[config.mk]
export PLATFORM = sky130hd
export DESIGN_NAME = swe_div
export DESIGN_NICKNAME = d
export VERILOG_FILES = /design/src/hw/rtl/swe_div.sv
export SDC_FILE = /design/constraint.sdc
export NUM_CORES = 1
export LEC_CHECK = 0
export BUFFER_PORTS_ARGS = -buffer_cell sky130_fd_sc_hd__buf_4
export CORE_MARGIN = 1.5
export CORE_UTILIZATION = 53
export DETAILED_ROUTE_END_ITERATION = 12
export PLACE_DENSITY = 0.83
export SYNTH_ARGS = -nofsm -noshare
export SYNTH_HDL_FRONTEND = slang
export SYNTH_SLANG_ARGS = --single-unit
[constraint.sdc]
create_clock -name clock -period 2.85 [get_ports clock]
set_input_delay 0.4275 -clock clock [delete_from_list [all_inputs] [get_ports clock]]
set_output_delay 0.4275 -clock clock [all_outputs]
set_load 0.02 [all_outputs]
[src/hw/rtl/swe_div.sv]
// Restoring divider, one quotient bit per cycle.
`default_nettype none
module swe_div #(
   parameter int DW = 32,
   parameter int VW = 11
) (
   input  wire logic          clock,
   input  wire logic          reset,
   input  wire logic          start,
   input  wire logic [DW-1:0] dividend,
   input  wire logic [VW-1:0] divisor,
   output logic               done,
   output logic [DW-1:0]      quotient
);

   localparam int KW = $clog2(DW + 1);

   logic [DW-1:0] q_ff;
   logic [VW:0]   rem_ff;
   logic [VW-1:0] dv_ff;
   logic [KW-1:0] k_ff;
   logic          busy_ff;
   logic          done_ff;
   logic [VW:0]   r2;
   logic          fits;

   // shift in the next dividend bit and try the subtraction
   assign r2   = {rem_ff[VW-1:0], q_ff[DW-1]};
   assign fits = r2 >= {1'b0, dv_ff};

   always_ff @(posedge clock) begin
      if (reset) begin
         busy_ff <= 1'b0;
         done_ff <= 1'b0;
         k_ff    <= '0;
      end else begin
         done_ff <= 1'b0;
         if (start) begin
            busy_ff <= 1'b1;
            k_ff    <= '0;
         end else if (busy_ff) begin
            k_ff <= k_ff + KW'(1);
            if (k_ff == KW'(DW - 1)) begin
               busy_ff <= 1'b0;
               done_ff <= 1'b1;
            end
         end
      end
   end

   always_ff @(posedge clock) begin
      if (start) begin
         q_ff   <= dividend;
         rem_ff <= '0;
         dv_ff  <= divisor;
      end else if (busy_ff) begin
         q_ff   <= {q_ff[DW-2:0], fits};
         rem_ff <= fits ? r2 - {1'b0, dv_ff} : r2;
      end
   end

   assign done     = done_ff;
   assign quotient = q_ff;

endmodule
`default_nettype wire

# Word level (Yosys, flattened, before mapping)
# Cells that the tools add are included.
# totals
ff_bits	62
input_bits	46
out_inout_bits	33
word_cells	21
# classes
addsub	2
order_cmp	1
eq_ne	1
n_mux	7
n_bitwise	1
reduce_logical	3
# op_table
cell	n
32-bit 2-to-1 mux	2
12-bit by 11-bit >= comparator with 1-bit output	1
11-bit 2-to-1 mux	1
11-bit subtractor	1
6-bit by 1-bit adder with 6-bit output, second input constant	1
6-bit by 5-bit == test with 1-bit output, second input constant	1
1-bit 2-to-1 mux	4
3-bit OR reduction	1
2-bit nonzero test	1
2-bit OR reduction	1
1-bit inverter	1

# Longest topological paths before layout
# logic_depth
depth_word	4
depth_mapped	10
depth_no_buf	9

# Worst setup path after synthesis
# OpenSTA, ideal clock, no wires.
# synth_path
kind	flip-flop to flip-flop
start	reg q_ff[31] (netlist: quotient[31])
end	reg q_ff[0] (netlist: quotient[0]), data pin
setup_time_ns	0.260
arrival_time_ns	2.073
required_time_ns	2.590
setup_slack_ns	0.517
stages_incl_launch_ff	10
path_buffers	1
period_less_slack_ns	2.333
path_cell_list	edfxtp_1 -> inv_1 -> ha_1 -> fa_1 -> nor2b_4 -> o31a_4 -> o21ai_4 -> o21ai_4 -> buf_6 -> mux2_2
# synth_between
elab_chain_len	3
# synth_rtl
item	line	rtl
start: declaration	18	logic [DW-1:0] q_ff;
start signal: assignment	53	q_ff <= dividend;
start signal: assignment	57	q_ff <= {q_ff[DW-2:0], fits};
12-bit by 11-bit >= comparator with 1-bit output	29	assign fits = r2 >= {1'b0, dv_ff};
32-bit 2-to-1 mux	56	end else if (busy_ff) begin
32-bit 2-to-1 mux	52	if (start) begin
# No other way between the ends. The select of a mux whose other input is x is not followed.
# A chain may end at the register's enable or synchronous reset.

# Worst setup path after layout
# layout_path
start	reg q_ff[31] (netlist: quotient[31])
end	reg rem_ff[0]
# layout_between
elab_chain_len	2
word_cells_on_any_way	3
cone_classes	add/sub: 1; order compare: 1; mux: 1
# layout_rtl
item	line	rtl
11-bit subtractor / 12-bit by 11-bit >= comparator with 1-bit output (equally long branches)	58, 29	
11-bit 2-to-1 mux *	58	rem_ff <= fits ? r2 - {1'b0, dv_ff} : r2;
end signal: assignment	58	
end: declaration	19	logic [VW:0] rem_ff;
# Every way passes the cells marked *; elsewhere a longest branch is shown, timed or not.

==> results_dict.tcl <==
set metrics [dict create \
    status "completed" \
    grt_start_max_net_pins 33 \
    syn2layout_area_growth_pct 25.46 \
    synth_largest_area_cell "edfxtp_1" \
    r2r_setup_slack_ns 0.37 \
    grt_pass1_vias 2208 \
    vias 2195 \
    cpMaxStageDelayCell "fa_1" \
    ctsResizeCount 0 \
    io_pins 79 \
    ys.flop_type "edfxtp_1" \
    cts_tree "built" \
    pwr-share-seq_pct 47.6 \
    syn_nets 310 \
    grtUsageTotal_pct 20.88 \
    synthArstFlopShare_pct 0 \
    synth.distinct_cells 49 \
    cts_hold_buf 0 \
    cp_max_fo 14 \
    r2r-end "rem_ff[0]" \
    drv_slew 0 \
    setup_violations 0 \
    antenna_found_initial 0 \
    drt_wl_total_um 6282 \
    synth_area_leaders "edfxtp_1, dfxtp_1, mux2_2" \
    hp-start "reset" \
    htreeDepth 3 \
    p_leak_uw 0.001609 \
    cts_sinks 62 \
    power.switching_uw 695.1 \
    coreArea_sq_mm 0.005608 \
    gp_congestion 0.8380 \
    cts_root_buffer "clkbuf_8" \
    drt.antenna.violating_nets 0 \
    synth_edf_count 43 \
    synth-warning-count 0 \
    maxCapViolations 0 \
    fin_skew_ns 0.01364 \
    clock_tree.buffer_depth 2 \
    portBuffers 78 \
    layout-drive-gt1-share_pct 40.90 \
    hold_violations 0 \
    cp_common_cell "o21ai_4" \
    drtIter0Drc 108 \
    intPower_uw 1644 \
    p_comb_share_pct 24.6 \
    power_density_mw_per_mm2 594.5 \
    clkTransAtPathRegs_ns 0.08 \
    crit_required_ns 3.11 \
    holdPathStages 2 \
    drc_errors 0 \
    finalCriticalPeriod_ns 2.476 \
    routed_via_density 5.393 \
    final_nets 389 \
    min_delay_worst_endpoint "busy_ff" \
    r2r.worst_path.cells 9 \
    grt_pass1_wl_um 9998 \
    path_cells "inv_1, ha_1, fa_1, nor2b_4, o31a_4, o21ai_4, o21ai_4, mux2_4, a211oi_2" \
    synth_top_area_share_pct 41.18 \
    power_uw 2339 \
    drt_pass1_iterations 4 \
    worstMarginPinSlew_ns 0.7627 \
    die_w_um 79.92 \
    place_hpwl_um 4573 \
    post_cts_buffers 0 \
    synth_cells 251 \
    hold_path_class "primary input to flop" \
    dieArea_sq_mm 0.006386 \
    num_antenna_cells 0 \
    final_cell_mix "buf_4, edfxtp_1, mux2_2, nor2_1, dfxtp_1" \
    clkLatencyLatePin_ns 0.33 \
    grt-ovfl-total 0 \
    dieHeight_um 79.92 \
    switching_share_pct 29.72 \
    syn_area_sq_mm 0.003136 \
    max_stage_delay_ns 0.44 \
    endpoint_kind "flop" \
    crit_type "flop to flop" \
    initial_core_util_pct 55.91 \
    setup_tns_ns 0 \
    min_period_over_period_pct 86.89 \
    max-slew-margin-rel_pct 49.15 \
    crit_arrival_ns 2.74 \
    peakVddDrop_mv 0.3834 \
    synth-seq-cells 62 \
    yosysSeqAreaShare_pct 53.31 \
    avgSynthCellArea_sq_um 12.49 \
    fmax_mhz 403.8 \
    routedWlPerCell_um 15.43 \
    layout_commonest_cell "buf_4" \
    cts-buffers-inserted 9 \
    reg2reg_from "quotient[31]" \
    worstSetupStartpointType "flop" \
    p_clk_share_pct 27.8 \
    rows 27 \
    rsz0062_at_grt "false" \
    nFillCells 437 \
]
## cell families after synthesis
kind of cell	count (synthesis)	share of synthesized area, %
DFF	62	53.31
xor gates and xnor gates	9	2.514
muxes	41	14.53
AOI/OAI and AO/OA	42	9.777
adders and majority gates	13	5.427
and+or+nand+nor	58	10.93
buffers and inverters	26	3.512
## synthesized netlist by cell type (2+ instances only)
master	n
edfxtp_1	43
mux2_2	32
nor2_1	22
dfxtp_1	19
inv_1	13
ha_1	12
nand2_1	9
a21oi_1	8
mux2i_1	8
a211oi_1	7
clkbuf_1	7
o21ai_0	6
xnor2_1	6
nand2b_1	4
nand4_1	4
o21ai_1	4
o211ai_1	3
xor2_1	3
a311oi_1	2
buf_1	2
nand3_1	2
nand3b_1	2
nor4_4	2
o21a_1	2
o21ai_4	2
o22ai_1	2
or2_2	2
or3_1	2
## registers in the layout, summed over array words and instances (netlist names)
name      cells
quotient     32
dv_ff        11
rem_ff       11
k_ff          6
busy_ff       1
done          1
## worst max-delay path: cells and delay by family, from the launching register on
| kind | cells | cell delay [ns] |
|---|---|---|
| AOI/OAI and AO/OA | 4 | 0.84 |
| adders and majority gates | 2 | 0.66 |
| DFF | 1 | 0.35 |
| muxes | 1 | 0.34 |
| and+or+nand+nor | 1 | 0.15 |
| buffers and inverters | 1 | 0.06 |
## layer usage
layer / routed length [um] / up-vias / global-route usage [%]
met5: 0 / - / 0
met1: 2715 / 1029 / 25.26
met3: 447 / 13 / 8.000
li1: - / 1091 / -
met4: 107 / 0 / 9.310
met2: 3012 / 62 / 32.94
## worst max path at each step
| stage | to | startpoint | depth (start not counted) | slack (ns) |
|---|---|---|---|---|
| floorplan | quotient[0] | quotient[31] | 9 | 0.52 |
| global placement | rem_ff[0] | quotient[31] | 9 | 0.45 |
| detailed placement | rem_ff[0] | quotient[31] | 9 | 0.38 |
| CTS | rem_ff[0] | quotient[31] | 9 | 0.37 |
| global route | rem_ff[0] | quotient[31] | 9 | 0.24 |
| finish | rem_ff[0] | quotient[31] | 9 | 0.37 |
## power by group through the flow
| stage | logic (uW) | clock network [uW] | registers, uW |
|---|---|---|---|
| 2_1_floorplan | 339 | 0 | 1180 |
| 5_1_grt | 623 | 701 | 1120 |
| 6_report | 575 | 651 | 1110 |
| 3_5_place_dp | 575 | 0 | 1130 |
| 3_3_place_gp | 562 | 0 | 1130 |
| 4_1_cts | 578 | 664 | 1110 |
## layout make-up
class                           instances  area, sq um  share of cell area [%]
Timing Repair Buffer                   80        600.6                   15.27
Inverter                               14        52.55                   1.336
Clock buffer                            9        123.9                   3.149
Sequential cell                        62         1672                   42.49
Multi-Input combinational cell        163         1354                   34.41
Clock inverter                          7        41.29                   1.050
Tap cell                               72        90.09                   2.290
## metrics by stage
| stage | instances | cell area [sq um] | util, % | hold slack (ns) | worst slack [ns] |
|---|---|---|---|---|---|
| 2_1_floorplan | 251 | 3136 | - | 0.4244 | 0.5170 |
| 4_1_cts | 407 | 3934 | 70.15 | 0.2384 | 0.3658 |
| 6_report | 407 | 3934 | 70.15 | 0.2496 | 0.3737 |
| 5_1_grt | 407 | 3934 | 70.15 | 0.2339 | 0.2371 |
| 3_3_place_gp | 391 | 3769 | 67.20 | 0.4483 | 0.4470 |
| 3_5_place_dp | 391 | 3769 | 67.20 | 0.4642 | 0.3816 |
Power figures use the tool's default switching activity.
