--- config.mk ---
export PLATFORM = sky130hd
export DESIGN_NAME = swe_log
export DESIGN_NICKNAME = d
export VERILOG_FILES = /design/src/hw/rtl/swe_pkg.sv /design/src/hw/rtl/swe_log.sv
export SDC_FILE = /design/constraint.sdc
export NUM_CORES = 2
export LEC_CHECK = 0
export BUFFER_PORTS_ARGS = -buffer_cell sky130_fd_sc_hd__buf_4
export CAP_MARGIN = 20
export CORE_MARGIN = 3
export CORE_UTILIZATION = 40
export CTS_BUF_LIST = sky130_fd_sc_hd__clkbuf_4 sky130_fd_sc_hd__clkbuf_8
export DETAILED_ROUTE_END_ITERATION = 6
export HOLD_SLACK_MARGIN = 0.15
export MAX_ROUTING_LAYER = met4
export PLACE_DENSITY_LB_ADDON = 0.1
export SETUP_SLACK_MARGIN = 0.3
export SYNTH_ARGS = -nofsm -noshare
export SYNTH_HDL_FRONTEND = slang
export SYNTH_SLANG_ARGS = --single-unit
--- constraint.sdc ---
create_clock -name clock -period 20.3 [get_ports clock]
set_input_delay 4.06 -clock clock [delete_from_list [all_inputs] [get_ports clock]]
set_output_delay 4.06 -clock clock [all_outputs]
set_load 0.01 [all_outputs]
--- src/hw/rtl/swe_pkg.sv ---
// Shared types and constants for the sliding-window entropy block.
`default_nettype none
package swe_pkg;

   localparam int SYM_W     = 8;
   localparam int CFG_W     = 11;
   localparam int OUT_W     = 16;
   localparam int NOUT_W    = 11;
   localparam int BINS      = 256;
   localparam int LOG_FRAC  = 28;
   localparam int MANT_ONE  = 30;
   localparam int ROUND_SH  = 15;
   localparam int SCALE_SH  = 16;

   localparam logic [CFG_W-1:0] CFG_RESET = 11'd1024;
   localparam logic [OUT_W-1:0] H_MAX     = 16'd32768;

   typedef enum logic [3:0] {
      ST_CLEAR,
      ST_IDLE,
      ST_FETCH_OLD,
      ST_GET_OLD,
      ST_READ_NEW,
      ST_GET_NEW,
      ST_TERM_LOG,
      ST_TERM_WAIT,
      ST_TERM_ACC,
      ST_DIV_START,
      ST_DIV_WAIT,
      ST_DONE
   } state_type;

   typedef enum logic [2:0] {
      STEP_OLD_SUB,
      STEP_OLD_ADD,
      STEP_NEW_SUB,
      STEP_NEW_ADD,
      STEP_TOTAL
   } step_type;

endpackage
`default_nettype wire

--- src/hw/rtl/swe_log.sv ---
// Iterative log2 unit: integer part by leading one, fraction by repeated squaring.
`default_nettype none
module swe_log #(
   parameter int XW = 11,
   parameter int EW = 4
) (
   input  wire logic                          clock,
   input  wire logic                          reset,
   input  wire logic                          start,
   input  wire logic [XW-1:0]                 x,
   output logic                               done,
   output logic [EW+swe_pkg::LOG_FRAC-1:0]    result
);

   localparam int MW = swe_pkg::MANT_ONE + 1;
   localparam int KW = $clog2(swe_pkg::LOG_FRAC + 1);

   logic [MW-1:0]                 y_ff;
   logic [EW-1:0]                 e_ff;
   logic [swe_pkg::LOG_FRAC-1:0]  frac_ff;
   logic [KW-1:0]                 k_ff;
   logic                          busy_ff;
   logic                          done_ff;

   logic [EW-1:0]                 e_lead;
   logic [XW+swe_pkg::MANT_ONE-1:0] x_wide;
   logic [2*MW-1:0]               sq;
   logic [MW:0]                   y_next;

   // find the leading one of the operand
   always_comb begin
      e_lead = '0;
      for (int i = 0; i < XW; i++) begin
         if (x[i]) e_lead = EW'(i);
      end
      x_wide = {x, {swe_pkg::MANT_ONE{1'b0}}} >> e_lead;
   end

   // square the mantissa and drop it back to Q1.30
   assign sq     = {{MW{1'b0}}, y_ff} * {{MW{1'b0}}, y_ff};
   assign y_next = sq[2*MW-1:swe_pkg::MANT_ONE];

   always_ff @(posedge clock) begin
      if (reset) begin
         busy_ff <= 1'b0;
         done_ff <= 1'b0;
         k_ff    <= '0;
      end else begin
         done_ff <= 1'b0;
         if (start) begin
            busy_ff <= 1'b1;
            k_ff    <= '0;
         end else if (busy_ff) begin
            k_ff <= k_ff + KW'(1);
            if (k_ff == KW'(swe_pkg::LOG_FRAC - 1)) begin
               busy_ff <= 1'b0;
               done_ff <= 1'b1;
            end
         end
      end
   end

   // mantissa, exponent and fraction bits
   always_ff @(posedge clock) begin
      if (start) begin
         y_ff    <= x_wide[MW-1:0];
         e_ff    <= e_lead;
         frac_ff <= '0;
      end else if (busy_ff) begin
         if (y_next[MW]) begin
            y_ff    <= y_next[MW:1];
            frac_ff <= {frac_ff[swe_pkg::LOG_FRAC-2:0], 1'b1};
         end else begin
            y_ff    <= y_next[MW-1:0];
            frac_ff <= {frac_ff[swe_pkg::LOG_FRAC-2:0], 1'b0};
         end
      end
   end

   assign done   = done_ff;
   assign result = {e_ff, frac_ff};

endmodule
`default_nettype wire

======== Word level (Yosys, flattened, before mapping) ========
Cells that the tools add are included.
Widths: inputs -> output; s select.
word-level totals
  bits of input ports ..................... 14
  output and inout port bits .............. 33
  register bits after elaboration ......... 70
operators by class
  bitwise operators ....................... 1
  shift operators ......................... 1
  mux-type cells .......................... 18
  reduce and logical (&&, ||, !) cells .... 3
  eq/ne operators ......................... 1
  $mul .................................... 1
  $add $sub $neg .......................... 1
operators by type and width
  cell                 count
  $mux 31              3
  $mul 31x31->62       1
  $shr 41x4->31        1
  $mux 4               9
  $mux 1               6
  $add 5x1->5 const B  1
  $eq 5x5->1 const B   1
  $reduce_or 3->1      1
  $reduce_bool 2->1    1
  $reduce_or 2->1      1
  $not 1->1            1

======== Longest topological paths before layout ========
  word-level depth ........................ 12
  gate-level depth with buffers ........... 31
  gate-level depth less buffers ........... 27

======== Worst setup path before layout ========
Ideal clock, no wire load.
  path type ............................... register to register
  start ................................... register y_ff[9]
  end ..................................... register y_ff[29] (data pin)
  arrival ................................. 7.410 ns
  data required time ...................... 20.044 ns
  setup slack ............................. 12.634 ns
  stages on the path, launching flop included .. 27
  cell sequence ........................... edfxtp_1 -> clkbuf_1 -> clkbuf_1 -> nand2_1 -> fa_1 -> inv_1 -> fa_1 -> inv_1 -> fa_1 -> fa_1 -> inv_1 -> fa_1 -> fa_1 -> fa_1 -> fa_1 -> ha_1 -> clkbuf_1 -> nand2_1 -> nor4_2 -> o2111ai_1 -> o2111ai_2 -> a31oi_2 -> o41ai_2 -> a221oi_2 -> xor2_1 -> mux2i_1 -> o22a_1
between the ends
  word-level cells in the longest chain between the ends .. 4
RTL lines
  element                 line           source
  from (decl)             swe_log.sv:18  logic [MW-1:0] y_ff;
  from (signal assigned)  swe_log.sv:66  y_ff <= x_wide[MW-1:0];
  from (signal assigned)  swe_log.sv:71  y_ff <= y_next[MW:1];
  from (signal assigned)  swe_log.sv:74  y_ff <= y_next[MW-1:0];
  $mul 31x31->62          swe_log.sv:40  assign sq = {{MW{1'b0}}, y_ff} * {{MW{1'b0}}, y_ff};
  $mux 31                 swe_log.sv:70  if (y_next[MW]) begin
  $mux 31                 swe_log.sv:69  end else if (busy_ff) begin
  $mux 31                 swe_log.sv:65  if (start) begin
No other way between the ends. The select of a mux whose other input is x is not followed.
A chain may end at the register's enable or synchronous reset.

======== Worst setup path in the final report ========
  start ................................... register y_ff[5]
  end ..................................... register y_ff[24] (data pin)
Same word-level chain as after synthesis.

==> impl_metrics.yaml <==
die:
  initial_core_util_pct: 40.51
  die_w_um: 280.8
  num_rows: 100
  core-area_um2: 74570
  design.die.area_um2: 78860
  num_io_pins: 47
  dieHeight_um: 280.8
grt:
  gr-total-overflow: 0
  grt_antenna_before_repair: 4
  grt_pass1_wl_um: 133600
  grt_pass1_vias: 23580
  grt_start_max_net_pins: 75
  grtUsageTotal_pct: 22.70
worst_setup_path:
  cp_slowest_cell: "edfxtp_1"
  rr_worst_depth: 24
  worstSetupEndpointType: "register"
  path_max_fanout: 16
  cp-startpoint: "y_ff[5]$_SDFFCE_PP0P_"
  cp_data_arrival_time_ps: 9480
  crit_buf_inv: 4
  r2r_slack_ps: 10920
  path_class: "reg2reg"
  r2r_end: "y_ff[24]$_DFFE_PP_"
  cp-start-kind: "register"
  crit_top_cell: "fa_1"
  critPathRequiredTime_ps: 20400
  r2r-start: "y_ff[5]$_SDFFCE_PP0P_"
  critPathTopFamily: "adder cells"
  critPathMaxStageDelay_ps: 920
  path_cells: "buf_4 -> inv_1 -> nor2_1 -> fa_1 -> fa_1 -> fa_1 -> inv_1 -> fa_1 -> inv_1 -> fa_1 -> fa_1 -> fa_1 -> fa_1 -> ha_1 -> a21oi_1 -> o21ai_0 -> a31oi_1 -> nand3_1 -> o21ai_0 -> o21ai_0 -> a31oi_1 -> mux2i_1 -> and2_1 -> o22ai_1"
synth:
  ys_ff_latch: 70
  netlist_area_um2: 30210
  ys_warn_count: 0
  synth_flop_cell: "edfxtp_1"
  async_reset_ff_share_pct: 0
  synth-edff-count: 35
  synthCells: 3213
  synth_seq_area_share_pct: 5.799
  syn-num-nets: 4243
  synth_area_per_cell_um2: 9.402
  synth.distinct_cells: 73
final_layout:
  fillCellCount: 7392
  nets: 4207
  multi_input_area_um2: 24500
  regArea_um2: 1753
  fin_area_um2: 31810
  layout_common_cells: "921 x inv_1, 747 x fa_1, 312 x nand2_1"
  final_common_cell: "inv_1"
  area_growth_pct: 5.285
  drive_gt1_share_pct: 3.960
  stdcell_count: 4155
min_path:
  holdPathStages: 2
  min_path_type: "reg2reg"
  hold-path-endpoint: "frac_ff[27]$_SDFFE_PP0P_"
  min_from: "frac_ff[27]$_SDFFE_PP0P_"
clock_network:
  cts_setup_buffers: 0
  clock_sinks: 70
  cts_tree: "yes"
  insertion_delay_ps: 350
  cts.clk_slew.worst_paths_ps: 80
  cts_max_level: 3
  clock_path_buffers: 2
  postCtsResizedCells: 0
  holdBufCountCts: 0
  numCtsBuffers: 9
  clockRootBuffer: "clkbuf_8"
sta:
  max_freq_mhz: 106.6
  final.period_utilization_pct: 46.22
  fin_skew_ps: 9.005
  final_hold_viol_count: 0
  holdWs_ps: 514.3
  period_minus_slack_ps: 9382
  rsz0062_at_grt: "false"
  finalSetupTns_ps: 0
  maxSlewHeadroom_pct: 33.96
  worstMarginPinSlew_ps: 990.6
  setup_viol: 0
  slew_violations: 0
placement:
  dp.cells: 4134
  dp_hpwl_um: 66630
  io_buffers: 46
  gp_congestion: 0.9098
  place_area_um2: 31560
run:
  max_cap_viol_count: 0
route:
  drc: 0
  ant_nets: 0
  drt_iter0_drc: 1080
  wl_per_cell_um: 20.04
  vias: 20750
  vias_per_cell: 4.993
  dr.pass1.iters: 7
  routed_wl_um: 83270
outcome:
  status: "finished clean"
[synthesized netlist by cell type (all sizes together) (25+ instances only)]
master  number  area (um2)
a21o        37       277.8
inv        922        3461
xnor2       34       305.3
mux2i       57       570.6
nor2       122       457.9
edfxtp      35        1051
and2       190        1189
o21ai       38       193.9
nand2      312        1171
ha         269        3366
fa         747       14950
clkbuf     117       439.2
a21oi       68       340.3
xor2        25       219.0
dfxtp       35       700.7
[logic make-up (layout without fill, tap and decap cells)]
| kind of cell | Yosys count | in the layout | synth area share (%) |
|---|---|---|---|
| buffers and inverters | 1053 | 1022 | 13.14 |
| adder cells (fa/ha/maj) | 1016 | 1016 | 60.64 |
| AND/OR/NAND/NOR | 708 | 708 | 11.03 |
| AO/OA/AOI/OAI | 245 | 245 | 5.500 |
| flip-flops | 70 | 70 | 5.799 |
| multiplexers | 62 | 62 | 2.150 |
| XOR/XNOR | 59 | 59 | 1.735 |
| other | 0 | 4 | 0 |
[worst max path at each step]
stage	cells after the start	endpoint	slack, ps
after floorplan	26	y_ff[29]$_DFFE_PP_	12630
after global placement	27	y_ff[29]$_DFFE_PP_	10790
after detailed placement	24	y_ff[24]$_DFFE_PP_	11100
after CTS	24	y_ff[24]$_DFFE_PP_	11050
after global routing	24	y_ff[28]$_DFFE_PP_	10670
final	24	y_ff[24]$_DFFE_PP_	10920
[metal layers]
layer  vias up  share of wire [%]  GRT usage (%)  wire, um
met4         0                2.8          5.171      2297
li1       9420                  -              -         -
met3       116                3.9          2.625      3274
met1     10770                 42          28.27     34850
met5         -                  0              -         0
met2       439                 51          39.76     42850
[sequential cells by signal (all words and copies together) (netlist names)]
register and count:
y_ff 31, k_ff 5, e_ff 4, done 1, busy_ff 1, frac_ff 28
[tightest hold or removal path: cells and delay by family, from the launching register on]
| family | cells | cell delay, ps |
|---|---|---|
| multiplexers | 1 | 70 |
| flip-flops | 1 | 340 |
| AND/OR/NAND/NOR | 1 | 70 |
[stage by stage]
stage / setup slack (ps) / util [%]
6_report: 10920 / 42.65
3_5_place_dp: 11100 / 42.32
2_1_floorplan: 12630 / -
5_1_grt: 10670 / 42.64
3_3_place_gp: 10790 / 42.29
4_1_cts: 11050 / 42.60
[area by class of cell]
| type | count | area share, % |
|---|---|---|
| Timing Repair Buffer | 82 | 2.061 |
| Tap cell | 969 | 3.812 |
| Inverter | 924 | 10.90 |
| Sequential cell | 70 | 5.511 |
| Multi-Input combinational cell | 2090 | 77.03 |
| Antenna cell | 4 | 0.03147 |
| Clock buffer | 13 | 0.5232 |
| Clock inverter | 3 | 0.1298 |
Power is not shown: default switching activity piles up to over one toggle a cycle in this logic, so the estimate is an artifact.
